**config.mk**
```make
export PLATFORM = sky130hd
export DESIGN_NAME = scancode_to_ascii_fifo
export DESIGN_NICKNAME = d
export VERILOG_FILES = /design/src/rtl/scta_pkg.sv /design/src/rtl/scancode_to_ascii_fifo.sv /design/src/rtl/scta_ram.sv /design/src/rtl/scta_front.sv /design/src/rtl/scta_queue.sv /design/src/rtl/scta_back.sv
export SDC_FILE = /design/constraint.sdc
export NUM_CORES = 2
export LEC_CHECK = 0
export ABC_CLOCK_PERIOD_IN_PS = 4400
export BUFFER_PORTS_ARGS = -buffer_cell sky130_fd_sc_hd__buf_4
export CAP_MARGIN = 20
export CORE_UTILIZATION = 45
export DETAILED_ROUTE_END_ITERATION = 10
export PLACE_DENSITY = 0.6
export SKIP_CTS_REPAIR_TIMING = 1
export SLEW_MARGIN = 0
export SYNTH_ARGS = -nofsm -noshare
export SYNTH_HDL_FRONTEND = slang
export SYNTH_SLANG_ARGS = --single-unit
```
**constraint.sdc**
```tcl
create_clock -name clk -period 4.4 [get_ports clk]
set_clock_uncertainty 0.1 [all_clocks]
set_input_delay 0.22 -clock clk [delete_from_list [all_inputs] [get_ports clk]]
set_output_delay 0.22 -clock clk [all_outputs]
set_load 0.05 [all_outputs]
```
**src/rtl/scta_pkg.sv**
```systemverilog
package scta_pkg;

    localparam int FIFO_DEPTH = 256;
    localparam int PTR_W      = $clog2(FIFO_DEPTH);
    localparam int CHAR_W     = 7;
    localparam int CODE_W     = 8;
    localparam int COUNT_W    = 20;
    localparam int QUEUE_DEPTH = 2;
    localparam int QIDX_W     = $clog2(QUEUE_DEPTH);
    localparam int QCNT_W     = $clog2(QUEUE_DEPTH + 1);

    localparam logic [COUNT_W-1:0] POLL_RESET = COUNT_W'(100000);

    typedef enum logic [1:0] {
        CMD_IRQ  = 2'd0,
        CMD_HAS  = 2'd1,
        CMD_GET  = 2'd2,
        CMD_NONE = 2'd3
    } cmd_t;

    // Decoded operation handed from the front end to the FIFO engine.
    typedef struct packed {
        logic              push;
        logic [CHAR_W-1:0] ch;
        logic              pop;
    } op_t;

    typedef struct packed {
        logic              has_char;
        logic              char_valid;
        logic [CHAR_W-1:0] char_out;
    } res_t;

    function automatic logic [PTR_W-1:0] ptr_inc(input logic [PTR_W-1:0] p);
        return (p == PTR_W'(FIFO_DEPTH - 1)) ? '0 : p + 1'b1;
    endfunction

    // Scan-code set 1 make codes to US-layout ASCII; unmapped codes give zero.
    function automatic logic [CHAR_W-1:0] keymap(input logic [CHAR_W-1:0] code);
        logic [CHAR_W-1:0] c;
        unique case (code)
            7'd1:    c = 7'd27;
            7'd2:    c = 7'd49;
            7'd3:    c = 7'd50;
            7'd4:    c = 7'd51;
            7'd5:    c = 7'd52;
            7'd6:    c = 7'd53;
            7'd7:    c = 7'd54;
            7'd8:    c = 7'd55;
            7'd9:    c = 7'd56;
            7'd10:   c = 7'd57;
            7'd11:   c = 7'd48;
            7'd12:   c = 7'd45;
            7'd13:   c = 7'd61;
            7'd14:   c = 7'd8;
            7'd15:   c = 7'd9;
            7'd16:   c = 7'd113;
            7'd17:   c = 7'd119;
            7'd18:   c = 7'd101;
            7'd19:   c = 7'd114;
            7'd20:   c = 7'd116;
            7'd21:   c = 7'd121;
            7'd22:   c = 7'd117;
            7'd23:   c = 7'd105;
            7'd24:   c = 7'd111;
            7'd25:   c = 7'd112;
            7'd26:   c = 7'd91;
            7'd27:   c = 7'd93;
            7'd28:   c = 7'd10;
            7'd30:   c = 7'd97;
            7'd31:   c = 7'd115;
            7'd32:   c = 7'd100;
            7'd33:   c = 7'd102;
            7'd34:   c = 7'd103;
            7'd35:   c = 7'd104;
            7'd36:   c = 7'd106;
            7'd37:   c = 7'd107;
            7'd38:   c = 7'd108;
            7'd39:   c = 7'd59;
            7'd40:   c = 7'd39;
            7'd41:   c = 7'd96;
            7'd43:   c = 7'd92;
            7'd44:   c = 7'd122;
            7'd45:   c = 7'd120;
            7'd46:   c = 7'd99;
            7'd47:   c = 7'd118;
            7'd48:   c = 7'd98;
            7'd49:   c = 7'd110;
            7'd50:   c = 7'd109;
            7'd51:   c = 7'd44;
            7'd52:   c = 7'd46;
            7'd53:   c = 7'd47;
            7'd55:   c = 7'd42;
            7'd57:   c = 7'd32;
            7'd74:   c = 7'd45;
            7'd78:   c = 7'd43;
            default: c = '0;
        endcase
        return c;
    endfunction

endpackage

```
**src/rtl/scancode_to_ascii_fifo.sv**
```systemverilog
// An accepted transaction is written into the queue, taken by the FIFO engine when it is
// idle, and registered in the output register; a popping get-char first passes B_READ, B_DATA.
// Throughput: one transaction per cycle while the queue has room; a popping get-char holds
// the FIFO engine in B_READ and B_DATA because of the store RAM's registered read.
// Reset (rst_n, asynchronous, active low) clears the pointers, the poll counter and the
// queue and loads the poll interval with 100000; the character store is not cleared.
module scancode_to_ascii_fifo (
    input  logic        clk,
    input  logic        rst_n,
    // Configuration: poll check period, 20 bits.
    input  logic        cfg_valid,
    output logic        cfg_ready,
    input  logic [19:0] cfg_data,
    // Input stream.
    input  logic        s_tvalid,
    output logic        s_tready,
    input  logic [15:0] s_tdata,   // [7:0] scancode, [8] status_ready, [15:9] zero
    input  logic [1:0]  s_tuser,   // [1:0] cmd
    // Output stream.
    output logic        m_tvalid,
    input  logic        m_tready,
    output logic [15:0] m_tdata    // [6:0] char_out, [7] char_valid, [8] has_char, [15:9] 0
);
    import scta_pkg::*;

    // The front end handles the poll divider and turns each transaction into a decoded
    // push/pop operation. A short queue decouples it from the FIFO engine, so the
    // input side keeps accepting transactions until the queue is full while the engine waits
    // on the RAM or on the output register.
    logic q_in_valid;
    logic q_in_ready;
    op_t  q_in_op;
    logic q_out_valid;
    logic q_out_ready;
    op_t  q_out_op;
    res_t res;

    scta_front u_front (
        .clk         (clk),
        .rst_n       (rst_n),
        .cfg_valid   (cfg_valid),
        .cfg_ready   (cfg_ready),
        .cfg_data    (cfg_data),
        .in_valid    (s_tvalid),
        .in_ready    (s_tready),
        .cmd         (cmd_t'(s_tuser)),
        .scancode    (s_tdata[7:0]),
        .status_ready(s_tdata[8]),
        .op_valid    (q_in_valid),
        .op_ready    (q_in_ready),
        .op          (q_in_op)
    );

    scta_queue u_queue (
        .clk     (clk),
        .rst_n   (rst_n),
        .wr_valid(q_in_valid),
        .wr_ready(q_in_ready),
        .wr_op   (q_in_op),
        .rd_valid(q_out_valid),
        .rd_ready(q_out_ready),
        .rd_op   (q_out_op)
    );

    // The engine owns the ring pointers, the character store and the output register.
    scta_back u_back (
        .clk      (clk),
        .rst_n    (rst_n),
        .op_valid (q_out_valid),
        .op_ready (q_out_ready),
        .op       (q_out_op),
        .res_valid(m_tvalid),
        .res_ready(m_tready),
        .res      (res)
    );

    assign m_tdata = {7'b0, res.has_char, res.char_valid, res.char_out};

`ifndef SYNTHESIS
    // A result without a popped character carries a zero character.
    a_char_zero_unless_valid: assert property (@(posedge clk) disable iff (!rst_n)
        m_tvalid && !m_tdata[7] |-> m_tdata[6:0] == 7'd0)
        else $error("char_out nonzero without char_valid");

    // Zero codes are never pushed, so a popped character is never zero.
    a_popped_char_nonzero: assert property (@(posedge clk) disable iff (!rst_n)
        m_tvalid && m_tdata[7] |-> m_tdata[6:0] != 7'd0)
        else $error("popped a zero character");

    // A pop always leaves the FIFO consistent: popping implies the FIFO was nonempty, so
    // a popped character right after an accepted result without has_char needs pending input.
    a_pop_needs_char: assert property (@(posedge clk) disable iff (!rst_n)
        m_tvalid && m_tready && !m_tdata[8] |=> !(m_tvalid && m_tdata[7]) || $past(s_tvalid)
            || $past(q_out_valid))
        else $error("character popped from an empty FIFO");
`endif

endmodule

```
**src/rtl/scta_ram.sv**
```systemverilog
module scta_ram #(
    parameter int WIDTH = 8,
    parameter int DEPTH = 256
) (
    input  logic                     clk,
    input  logic                     we,
    input  logic [$clog2(DEPTH)-1:0] waddr,
    input  logic [WIDTH-1:0]         wdata,
    input  logic [$clog2(DEPTH)-1:0] raddr,
    output logic [WIDTH-1:0]         rdata
);

    logic [WIDTH-1:0] mem [DEPTH];

    always_ff @(posedge clk)
    begin
        if (we)
        begin
            mem[waddr] <= wdata;
        end
        rdata <= mem[raddr];
    end

endmodule

```
**src/rtl/scta_front.sv**
```systemverilog
module scta_front (
    input  logic                         clk,
    input  logic                         rst_n,
    input  logic                         cfg_valid,
    output logic                         cfg_ready,
    input  logic [scta_pkg::COUNT_W-1:0] cfg_data,
    input  logic                         in_valid,
    output logic                         in_ready,
    input  scta_pkg::cmd_t               cmd,
    input  logic [scta_pkg::CODE_W-1:0]  scancode,
    input  logic                         status_ready,
    output logic                         op_valid,
    input  logic                         op_ready,
    output scta_pkg::op_t                op
);
    import scta_pkg::*;

    logic [COUNT_W-1:0] check_period_reg;
    logic [COUNT_W-1:0] poll_count_reg;
    logic [COUNT_W-1:0] poll_count_next;
    logic [COUNT_W-1:0] count_inc;
    logic               is_poll;
    logic               check;
    logic               handle;
    logic [CHAR_W-1:0]  ch;
    logic               accept;

    assign cfg_ready = 1'b1;
    assign in_ready  = op_ready;
    assign op_valid  = in_valid;
    assign accept    = in_valid && op_ready;

    assign is_poll   = (cmd == CMD_HAS) || (cmd == CMD_GET);
    assign count_inc = poll_count_reg + 1'b1;
    assign check     = is_poll && (count_inc >= check_period_reg);
    assign handle    = (cmd == CMD_IRQ) || (check && status_ready);
    assign ch        = keymap(scancode[CHAR_W-1:0]);

    always_comb
    begin
        poll_count_next = poll_count_reg;
        if (accept && is_poll)
        begin
            poll_count_next = check ? '0 : count_inc;
        end
    end

    always_comb
    begin
        op.push = handle && !scancode[CODE_W-1] && (ch != '0);
        op.ch   = ch;
        op.pop  = (cmd == CMD_GET);
    end

    always_ff @(posedge clk or negedge rst_n)
    begin
        if (!rst_n)
        begin
            check_period_reg <= POLL_RESET;
            poll_count_reg   <= '0;
        end
        else
        begin
            if (cfg_valid)
            begin
                check_period_reg <= cfg_data;
            end
            poll_count_reg <= poll_count_next;
        end
    end

endmodule

```
**src/rtl/scta_queue.sv**
```systemverilog
module scta_queue (
    input  logic          clk,
    input  logic          rst_n,
    input  logic          wr_valid,
    output logic          wr_ready,
    input  scta_pkg::op_t wr_op,
    output logic          rd_valid,
    input  logic          rd_ready,
    output scta_pkg::op_t rd_op
);
    import scta_pkg::*;

    op_t                entry_reg [QUEUE_DEPTH];
    logic [QIDX_W-1:0]  wr_idx_reg;
    logic [QIDX_W-1:0]  rd_idx_reg;
    logic [QCNT_W-1:0]  count_reg;
    logic               do_wr;
    logic               do_rd;

    assign wr_ready = (count_reg != QCNT_W'(QUEUE_DEPTH));
    assign rd_valid = (count_reg != '0);
    assign rd_op    = entry_reg[rd_idx_reg];
    assign do_wr    = wr_valid && wr_ready;
    assign do_rd    = rd_valid && rd_ready;

    always_ff @(posedge clk)
    begin
        if (do_wr)
        begin
            entry_reg[wr_idx_reg] <= wr_op;
        end
    end

    always_ff @(posedge clk or negedge rst_n)
    begin
        if (!rst_n)
        begin
            wr_idx_reg <= '0;
            rd_idx_reg <= '0;
            count_reg  <= '0;
        end
        else
        begin
            if (do_wr)
            begin
                wr_idx_reg <= (wr_idx_reg == QIDX_W'(QUEUE_DEPTH - 1)) ? '0
                                                                       : wr_idx_reg + 1'b1;
            end
            if (do_rd)
            begin
                rd_idx_reg <= (rd_idx_reg == QIDX_W'(QUEUE_DEPTH - 1)) ? '0
                                                                       : rd_idx_reg + 1'b1;
            end
            if (do_wr && !do_rd)
            begin
                count_reg <= count_reg + 1'b1;
            end
            else if (do_rd && !do_wr)
            begin
                count_reg <= count_reg - 1'b1;
            end
        end
    end

endmodule

```
**src/rtl/scta_back.sv**
```systemverilog
module scta_back (
    input  logic           clk,
    input  logic           rst_n,
    input  logic           op_valid,
    output logic           op_ready,
    input  scta_pkg::op_t  op,
    output logic           res_valid,
    input  logic           res_ready,
    output scta_pkg::res_t res
);
    import scta_pkg::*;

    typedef enum logic [1:0] {
        B_IDLE,
        B_READ,
        B_DATA
    } state_t;

    state_t             state_reg;
    state_t             state_next;
    logic [PTR_W-1:0]   wp_reg;
    logic [PTR_W-1:0]   wp_next;
    logic [PTR_W-1:0]   rp_reg;
    logic [PTR_W-1:0]   rp_next;
    logic               res_valid_reg;
    logic               res_valid_next;
    res_t               res_reg;
    res_t               res_next;
    logic               slot_free;
    logic               take;
    logic               ram_we;
    logic [PTR_W-1:0]   wp_inc;
    logic [PTR_W-1:0]   rp_inc;
    logic [CHAR_W-1:0]  rdata;

    scta_ram #(
        .WIDTH(CHAR_W),
        .DEPTH(FIFO_DEPTH)
    ) u_store (
        .clk  (clk),
        .we   (ram_we),
        .waddr(wp_reg),
        .wdata(op.ch),
        .raddr(rp_reg),
        .rdata(rdata)
    );

    assign slot_free = !res_valid_reg || res_ready;
    assign op_ready  = (state_reg == B_IDLE) && slot_free;
    assign take      = op_valid && op_ready;
    assign wp_inc    = ptr_inc(wp_reg);
    assign rp_inc    = ptr_inc(rp_reg);
    assign ram_we    = take && op.push && (wp_inc != rp_reg);

    always_comb
    begin
        state_next     = state_reg;
        wp_next        = wp_reg;
        rp_next        = rp_reg;
        res_valid_next = res_valid_reg && !res_ready;
        res_next       = res_reg;
        unique case (state_reg)
            B_IDLE:
            begin
                if (take)
                begin
                    if (ram_we)
                    begin
                        wp_next = wp_inc;
                    end
                    if (op.pop && (wp_next != rp_reg))
                    begin
                        // The pop reads the store once the push write has settled.
                        state_next = B_READ;
                    end
                    else
                    begin
                        res_valid_next      = 1'b1;
                        res_next.char_out   = '0;
                        res_next.char_valid = 1'b0;
                        res_next.has_char   = (wp_next != rp_reg);
                    end
                end
            end
            B_READ:
            begin
                state_next = B_DATA;
            end
            B_DATA:
            begin
                if (slot_free)
                begin
                    state_next          = B_IDLE;
                    rp_next             = rp_inc;
                    res_valid_next      = 1'b1;
                    res_next.char_out   = rdata;
                    res_next.char_valid = 1'b1;
                    res_next.has_char   = (wp_reg != rp_inc);
                end
            end
            default:
            begin
                state_next = B_IDLE;
            end
        endcase
    end

    always_ff @(posedge clk or negedge rst_n)
    begin
        if (!rst_n)
        begin
            state_reg     <= B_IDLE;
            wp_reg        <= '0;
            rp_reg        <= '0;
            res_valid_reg <= 1'b0;
            res_reg       <= '0;
        end
        else
        begin
            state_reg     <= state_next;
            wp_reg        <= wp_next;
            rp_reg        <= rp_next;
            res_valid_reg <= res_valid_next;
            res_reg       <= res_next;
        end
    end

    assign res_valid = res_valid_reg;
    assign res       = res_reg;

endmodule
```
[Word-level counts from Yosys, hierarchy flattened]
Memory sizes are Yosys's and may differ from the RTL's. A register that Yosys moved wholly into a read port is not among the register bits.
Cells that the tools add are included.
Word-level totals
  memory bits (writable): 1810
  bits in read-only memories: 896
  bits in registers: 72
  memories: 3
  input port bits: 43
Memory list
  u_back.u_store.mem: words 256, width 7, rd ports 1, clocked after memory_dff 1, wr ports 1, line scta_ram.sv:13  | logic [WIDTH-1:0] mem [DEPTH];
  (name not given): words 128, width 7, rd ports 1, clocked after memory_dff 0, wr ports 0, line scta_pkg.sv:41  | unique case (code)
  u_queue.entry_reg: words 2, width 9, rd ports 1, clocked after memory_dff 0, wr ports 1, line scta_queue.sv:13  | op_t entry_reg [QUEUE_DEPTH];
Operators by class
  equality and inequality tests: 14
  magnitude comparators: 1
  multiplexer cells: 26
  reduce and logical (&&, ||, !) cells: 32
  add/sub/neg operators: 7
Operators with widths (count)
  8-bit 2-to-1 mux: 5
  9-bit 2-to-1 mux: 3
  8-bit != test: 3
  20-bit by 1-bit adder with 20-bit output (second input constant): 1
  20-bit >= comparator: 1
  20-bit 2-to-1 mux: 1
  9-bit case mux with 2 select lines: 1
  8-bit by 1-bit adder with 8-bit output (second input constant): 2
  8-bit equality test (second input constant): 2
  1-bit logical AND: 14
  2-bit 2-to-1 mux: 5
  1-bit 2-to-1 mux: 9
  7-bit nonzero test: 1
  2-bit != test (second input constant): 3
  2-bit case mux with 3 select lines: 1
  2-bit nonzero test: 3
  1-bit zero test: 5
  2-bit by 1-bit equality test with 1-bit output (second input constant): 2
  2-bit equality test (second input constant): 2
  2-bit zero test: 2
  2-bit by 1-bit != test with 1-bit output (second input constant): 2
  2-bit AND reduction: 2
  4-bit AND reduction: 1
  1-bit logical OR: 3
  other kinds (5): 6

[Longest topological paths before layout]
  word-level depth: 14
  gate-level depth with buffers: 17
  gate-level depth less buffers: 15

[Cells and area by module]
From an unflattened synthesis, not the netlist that was laid out.
Unflattened totals
  cells, all modules: 4069
  area, all modules: 76596.0 µm²
By module, submodules not included
  scta_ram: sequential area each 53951.7 µm², area an instance 70197.3 µm², cells each 3381, instances 1
  scta_front: sequential area each 1008.5 µm², area an instance 3349.5 µm², cells each 396, instances 1
  scta_back: sequential area each 700.7 µm², area an instance 2132.0 µm², cells each 238, instances 1
  scta_queue: sequential area each 640.6 µm², area an instance 860.8 µm², cells each 46, instances 1
  scancode_to_ascii_fifo: sequential area each 0.0 µm², area an instance 56.3 µm², cells each 8, instances 1

[Worst setup path after synthesis]
No wires, ideal clock.
  kind: register to register
  start point: register u_back.wp_reg[0]
  end point: register u_back.res_reg (netlist bit u_back.res[8])
  required time: 4.175 ns
  arrival: 3.466 ns
  path slack: 0.709 ns
  cell stages (with the launch flop): 13
  path buffers: 1
  cells stage by stage: dfrtp_1 -> ha_1 -> and3_1 -> buf_6 -> xnor2_1 -> a2111o_1 -> a211o_1 -> o211a_1 -> mux2_4 -> or4_4 -> nor3_2 -> a211o_2 -> mux2_4
Between the ends
  word-level cells in the longest chain between the ends: 11
RTL lines
  start: declaration: line scta_back.sv:21  | logic [PTR_W-1:0] wp_reg;
  start signal: assignment: line scta_back.sv:121  | wp_reg <= wp_next;
  8-bit by 1-bit adder with 8-bit output / 8-bit equality test (equally long branches): line scta_pkg.sv:35  | return (p == PTR_W'(FIFO_DEPTH - 1)) ? '0 : p + 1'b1;
  8-bit 2-to-1 mux: line scta_pkg.sv:35
  8-bit != test: line scta_back.sv:53  | assign ram_we = take && op.push && (wp_inc != rp_reg);
  1-bit logical AND: line scta_back.sv:53
  8-bit 2-to-1 mux: line scta_back.sv:67  | if (ram_we)
  8-bit 2-to-1 mux: line scta_back.sv:65  | if (take)
  8-bit 2-to-1 mux: line scta_back.sv:62  | unique case (state_reg)
  8-bit != test: line scta_back.sv:71, scta_back.sv:81
  9-bit 2-to-1 mux / 1-bit logical AND (equally long branches): line scta_back.sv:71  | if (op.pop && (wp_next != rp_reg))
  9-bit 2-to-1 mux / 2-bit != test (equally long branches)
  9-bit case mux with 2 select lines / 4-bit AND reduction (equally long branches)
  end signal: assignment: line scta_back.sv:124  | res_reg <= res_next;
  end: declaration: line scta_back.sv:27  | res_t res_reg;
Parallel ways exist; a longest one is shown, timed or not. The select of a mux whose other input is x is not followed.
A chain may end at the register's enable or synchronous reset.

[Worst setup path in the final report]
  start point: register u_back.wp_reg[4]
  end point: memory u_back.u_store.mem[76][1] (netlist name), enable pin
Between the ends
  word-level cells in the longest chain between the ends: 6
RTL lines
  8-bit by 1-bit adder with 8-bit output / 8-bit equality test (equally long branches): line scta_pkg.sv:35
  8-bit 2-to-1 mux: line scta_pkg.sv:35
  8-bit != test: line scta_back.sv:53
  1-bit logical AND: line scta_back.sv:53
  1-bit 2-to-1 mux: line scta_ram.sv:17  | if (we)
  1-bit 2-to-1 mux (implied by the code): line scta_ram.sv:19  | mem[waddr] <= wdata;
  end: declaration: line scta_ram.sv:13
Parallel ways exist; a longest one is shown, timed or not.

==> impl_metrics.env <==
export IMPL_min_path_cells=3
export IMPL_arrival_ns=4.56
export IMPL_dp_hpwl_um=110000
export IMPL_coreArea_um2=168000
export IMPL_tightestPinTransition_ns=1.15
export IMPL_die_w_um=413
export IMPL_ys_ff_latch=1889
export IMPL_wl_um=185000
export IMPL_slowest_delay_ns=0.79
export IMPL_drtAntennaViolNets=0
export IMPL_crit_fanout=19
export IMPL_rows=150
export IMPL_layout_min_cycle_time_ns=4.22
export IMPL_synthArstFlopShare=0.0381
export IMPL_fmax_mhz=237
export IMPL_synth_cell_type_count=70
export IMPL_die_area_um2=171000
export IMPL_peakVddDrop_v=0.000549
export IMPL_slew_limit_headroom=0.230
export IMPL_max_cap_violations=0
export IMPL_grt_max_degree=145
export IMPL_drive_gt1_frac=0.168
export IMPL_path_buf_inv=2
export IMPL_gp_congestion=0.856
export IMPL_p_leak_nw=28.2
export IMPL_path_depth=9
export IMPL_tns_ns=0
export IMPL_num_vias=40300
export IMPL_slowest_stage="dfrtp_1"
export IMPL_cp_cell_sequence="nand2_1 > o31a_1 > o21a_1 > o211ai_1 > o21a_1 > buf_4 > nand4_1 > buf_4 > nor2_1"
export IMPL_clockBufferDepth=3
export IMPL_drt_iter0_drc=4452
export IMPL_violations="negative hold slack"
export IMPL_status="finished, violations left"
export IMPL_via_per_inst=5.87
export IMPL_hold_viol=2
export IMPL_first_pass_iters=6
export IMPL_r2r_cells=9
export IMPL_synth_flop_cell="edfxtp_1"
export IMPL_start_kind="register"
export IMPL_drc=0
export IMPL_syn_inst=4309
export IMPL_rsz0062_at_grt="false"
export IMPL_antennaDiodeCount=0
export IMPL_synth_area_top_cells="edfxtp_1, mux4_2, mux2i_1, o221ai_1, dfrtp_1"
export IMPL_synth_edff_count=1810
export IMPL_hold_path_class="in -> reg"
export IMPL_start_util=0.455
export IMPL_htree_levels=4
export IMPL_fin_nets=4581
export IMPL_yosys_warnings=0
export IMPL_tritoncts="done"
export IMPL_hold_ws_ns=-0.0410
export IMPL_critPathRequiredTime_ns=4.74
export IMPL_synth_area_per_cell_um2=17.7
export IMPL_setup_viol=0
export IMPL_crit_family="compound AO/OA/AOI/OAI gates"
export IMPL_buffer_ports_inserted=46
export IMPL_largest_reg_flops=1792
export IMPL_finalPower_mw=55.9
export IMPL_path_class="reg -> reg"
export IMPL_yosysSeqAreaShare=0.739
export IMPL_report_final_slew_viol_count=0
export IMPL_antenna_found_initial=14
export IMPL_fin_util=0.518
export IMPL_endpoint_kind="register"
export IMPL_clk_latency_ns=0.83
export IMPL_dieHeight_um=413
export IMPL_synth_top_area_share=0.713
export IMPL_clk_pin_slew_ns=0.06
export IMPL_fin_area_um2=86800
export IMPL_placed_area_um2=80000
export IMPL_cts_sinks=1889
export IMPL_grt_overflow_total=0
export IMPL_clock_root_buffer="clkbuf_16"
export IMPL_io_pins=62
export IMPL_p_per_area_nw_per_um2=643
export IMPL_grt_pass1_wl_um=269000
export IMPL_numCtsBuffers=189
export IMPL_finalWorstSetupSlack_ns=0.185
export IMPL_timing_final_crit_share=0.958
export IMPL_grt_total_usage=0.216
export IMPL_synth_top_cell_by_area="edfxtp_1"
export IMPL_grt_pass1_vias=39700
export IMPL_synth_area_um2=76200
export IMPL_syn2layout_area_growth_pct=14.0
export IMPL_preCtsSetupSlack_ns=0.312
export IMPL_detail_route_wl_per_cell_um=26.9
-- cell families after synthesis --
group / after synthesis / synth area share
flops: 1889 / 0.739
mux: 732 / 0.139
xor+xnor: 47 / 0.00558
compound gates: 634 / 0.0578
buf+inv: 331 / 0.0169
other cells: 2 / 0.0000986
simple gates: 636 / 0.0352
fa+ha+maj: 38 / 0.00624
-- cell usage in the layout, fill, tap and decap left out, types with 68 or more instances in the layout --
cell,count
clkbuf_16,192
nand2_1,204
a21oi_1,140
o22ai_1,118
o21ai_0,68
edfxtp_1,1810
dlygate4sd3_1,70
o221ai_1,228
nor2_1,301
buf_4,177
mux2i_1,460
mux4_2,260
-- synthesized netlist by cell type, types with 3 or more instances --
library cell     n
a21oi_1        140
mux2i_1        460
nor2b_1         17
edfxtp_1      1810
o221ai_1       228
xor2_1          21
and4_1           3
buf_4            8
nand4_1         12
o21ai_1          7
o22ai_1        118
nor3_1          12
dfxtp_1          7
a2bb2oi_1        4
buf_1           80
mux2_2           9
ha_1            38
inv_1           43
o31ai_1          5
a22o_1           9
buf_2            7
a211oi_1         9
dfstp_2          6
clkbuf_1       187
nor4_1           5
and3_1          15
nand2b_1         8
o211ai_1         6
mux4_2         260
dfrtp_1         66
nor2_1         301
o21ai_0         68
nand3_1         42
a21o_1          11
nand2_1        207
a31oi_1          8
clkinv_1         4
xnor2_1         25
-- per-layer routing --
metal	track usage	vias to the layer above	share of wire
met5	0	-	0.00025
met4	0.0746	8	0.032
met3	0.0400	293	0.067
met2	0.343	1282	0.48
met1	0.300	20900	0.42
li1	-	17800	-
-- worst paths after layout --
check / start / end / slack [ns]
worst max-delay path: u_back.wp_reg[4] / u_back.u_store.mem[76][1] / 0.18
worst min-delay path: s_tdata[4] / u_queue.entry_reg[0][7] / -0.04
worst max register to register: u_back.wp_reg[4] / u_back.u_store.mem[76][1] / 0.18
worst min register to register: u_back.u_store.rdata[1] / u_back.res[1] / 0.35
max in group asynchronous: rst_n / u_back.rp_reg[3] / 3.19
min in group asynchronous: rst_n / u_front.check_period_reg[9] / 0.43
-- layout make-up --
cell class,count,area (um2)
inverters,48,183
clock inverters,106,1100
repair buffers,277,2630
multi-input cells,2095,18800
well taps,2204,2760
flip-flops and latches,1889,56300
fillers,13300,80800
clock buffers,242,5050
-- power by group --
| group | leakage (nW) | switching, mW | total (mW) | internal (mW) |
|---|---|---|---|---|
| Sequential | 17.3 | 0.295 | 22.6 | 22.3 |
| Clock | 3.00 | 6.71 | 15.9 | 9.23 |
| Combinational | 7.94 | 11.3 | 17.4 | 6.07 |
-- worst reg2reg max path, delay by kind of cell (launching register included) --
family | cells | cell delay [ns]
buf+inv | 2 | 0.63
simple gates | 3 | 1.00
flops | 1 | 0.79
compound gates | 4 | 1.35
-- stage by stage --
stage / std cells / hold slack (ns)
4_1_cts: 6790 / -0.749
6_report: 6861 / -0.0410
5_1_grt: 6861 / 0.0111
3_3_place_gp: 6442 / 0.137
2_1_floorplan: 4315 / -0.176
3_5_place_dp: 6442 / 0.140
No activity file was read; power rests on OpenSTA's default activity.
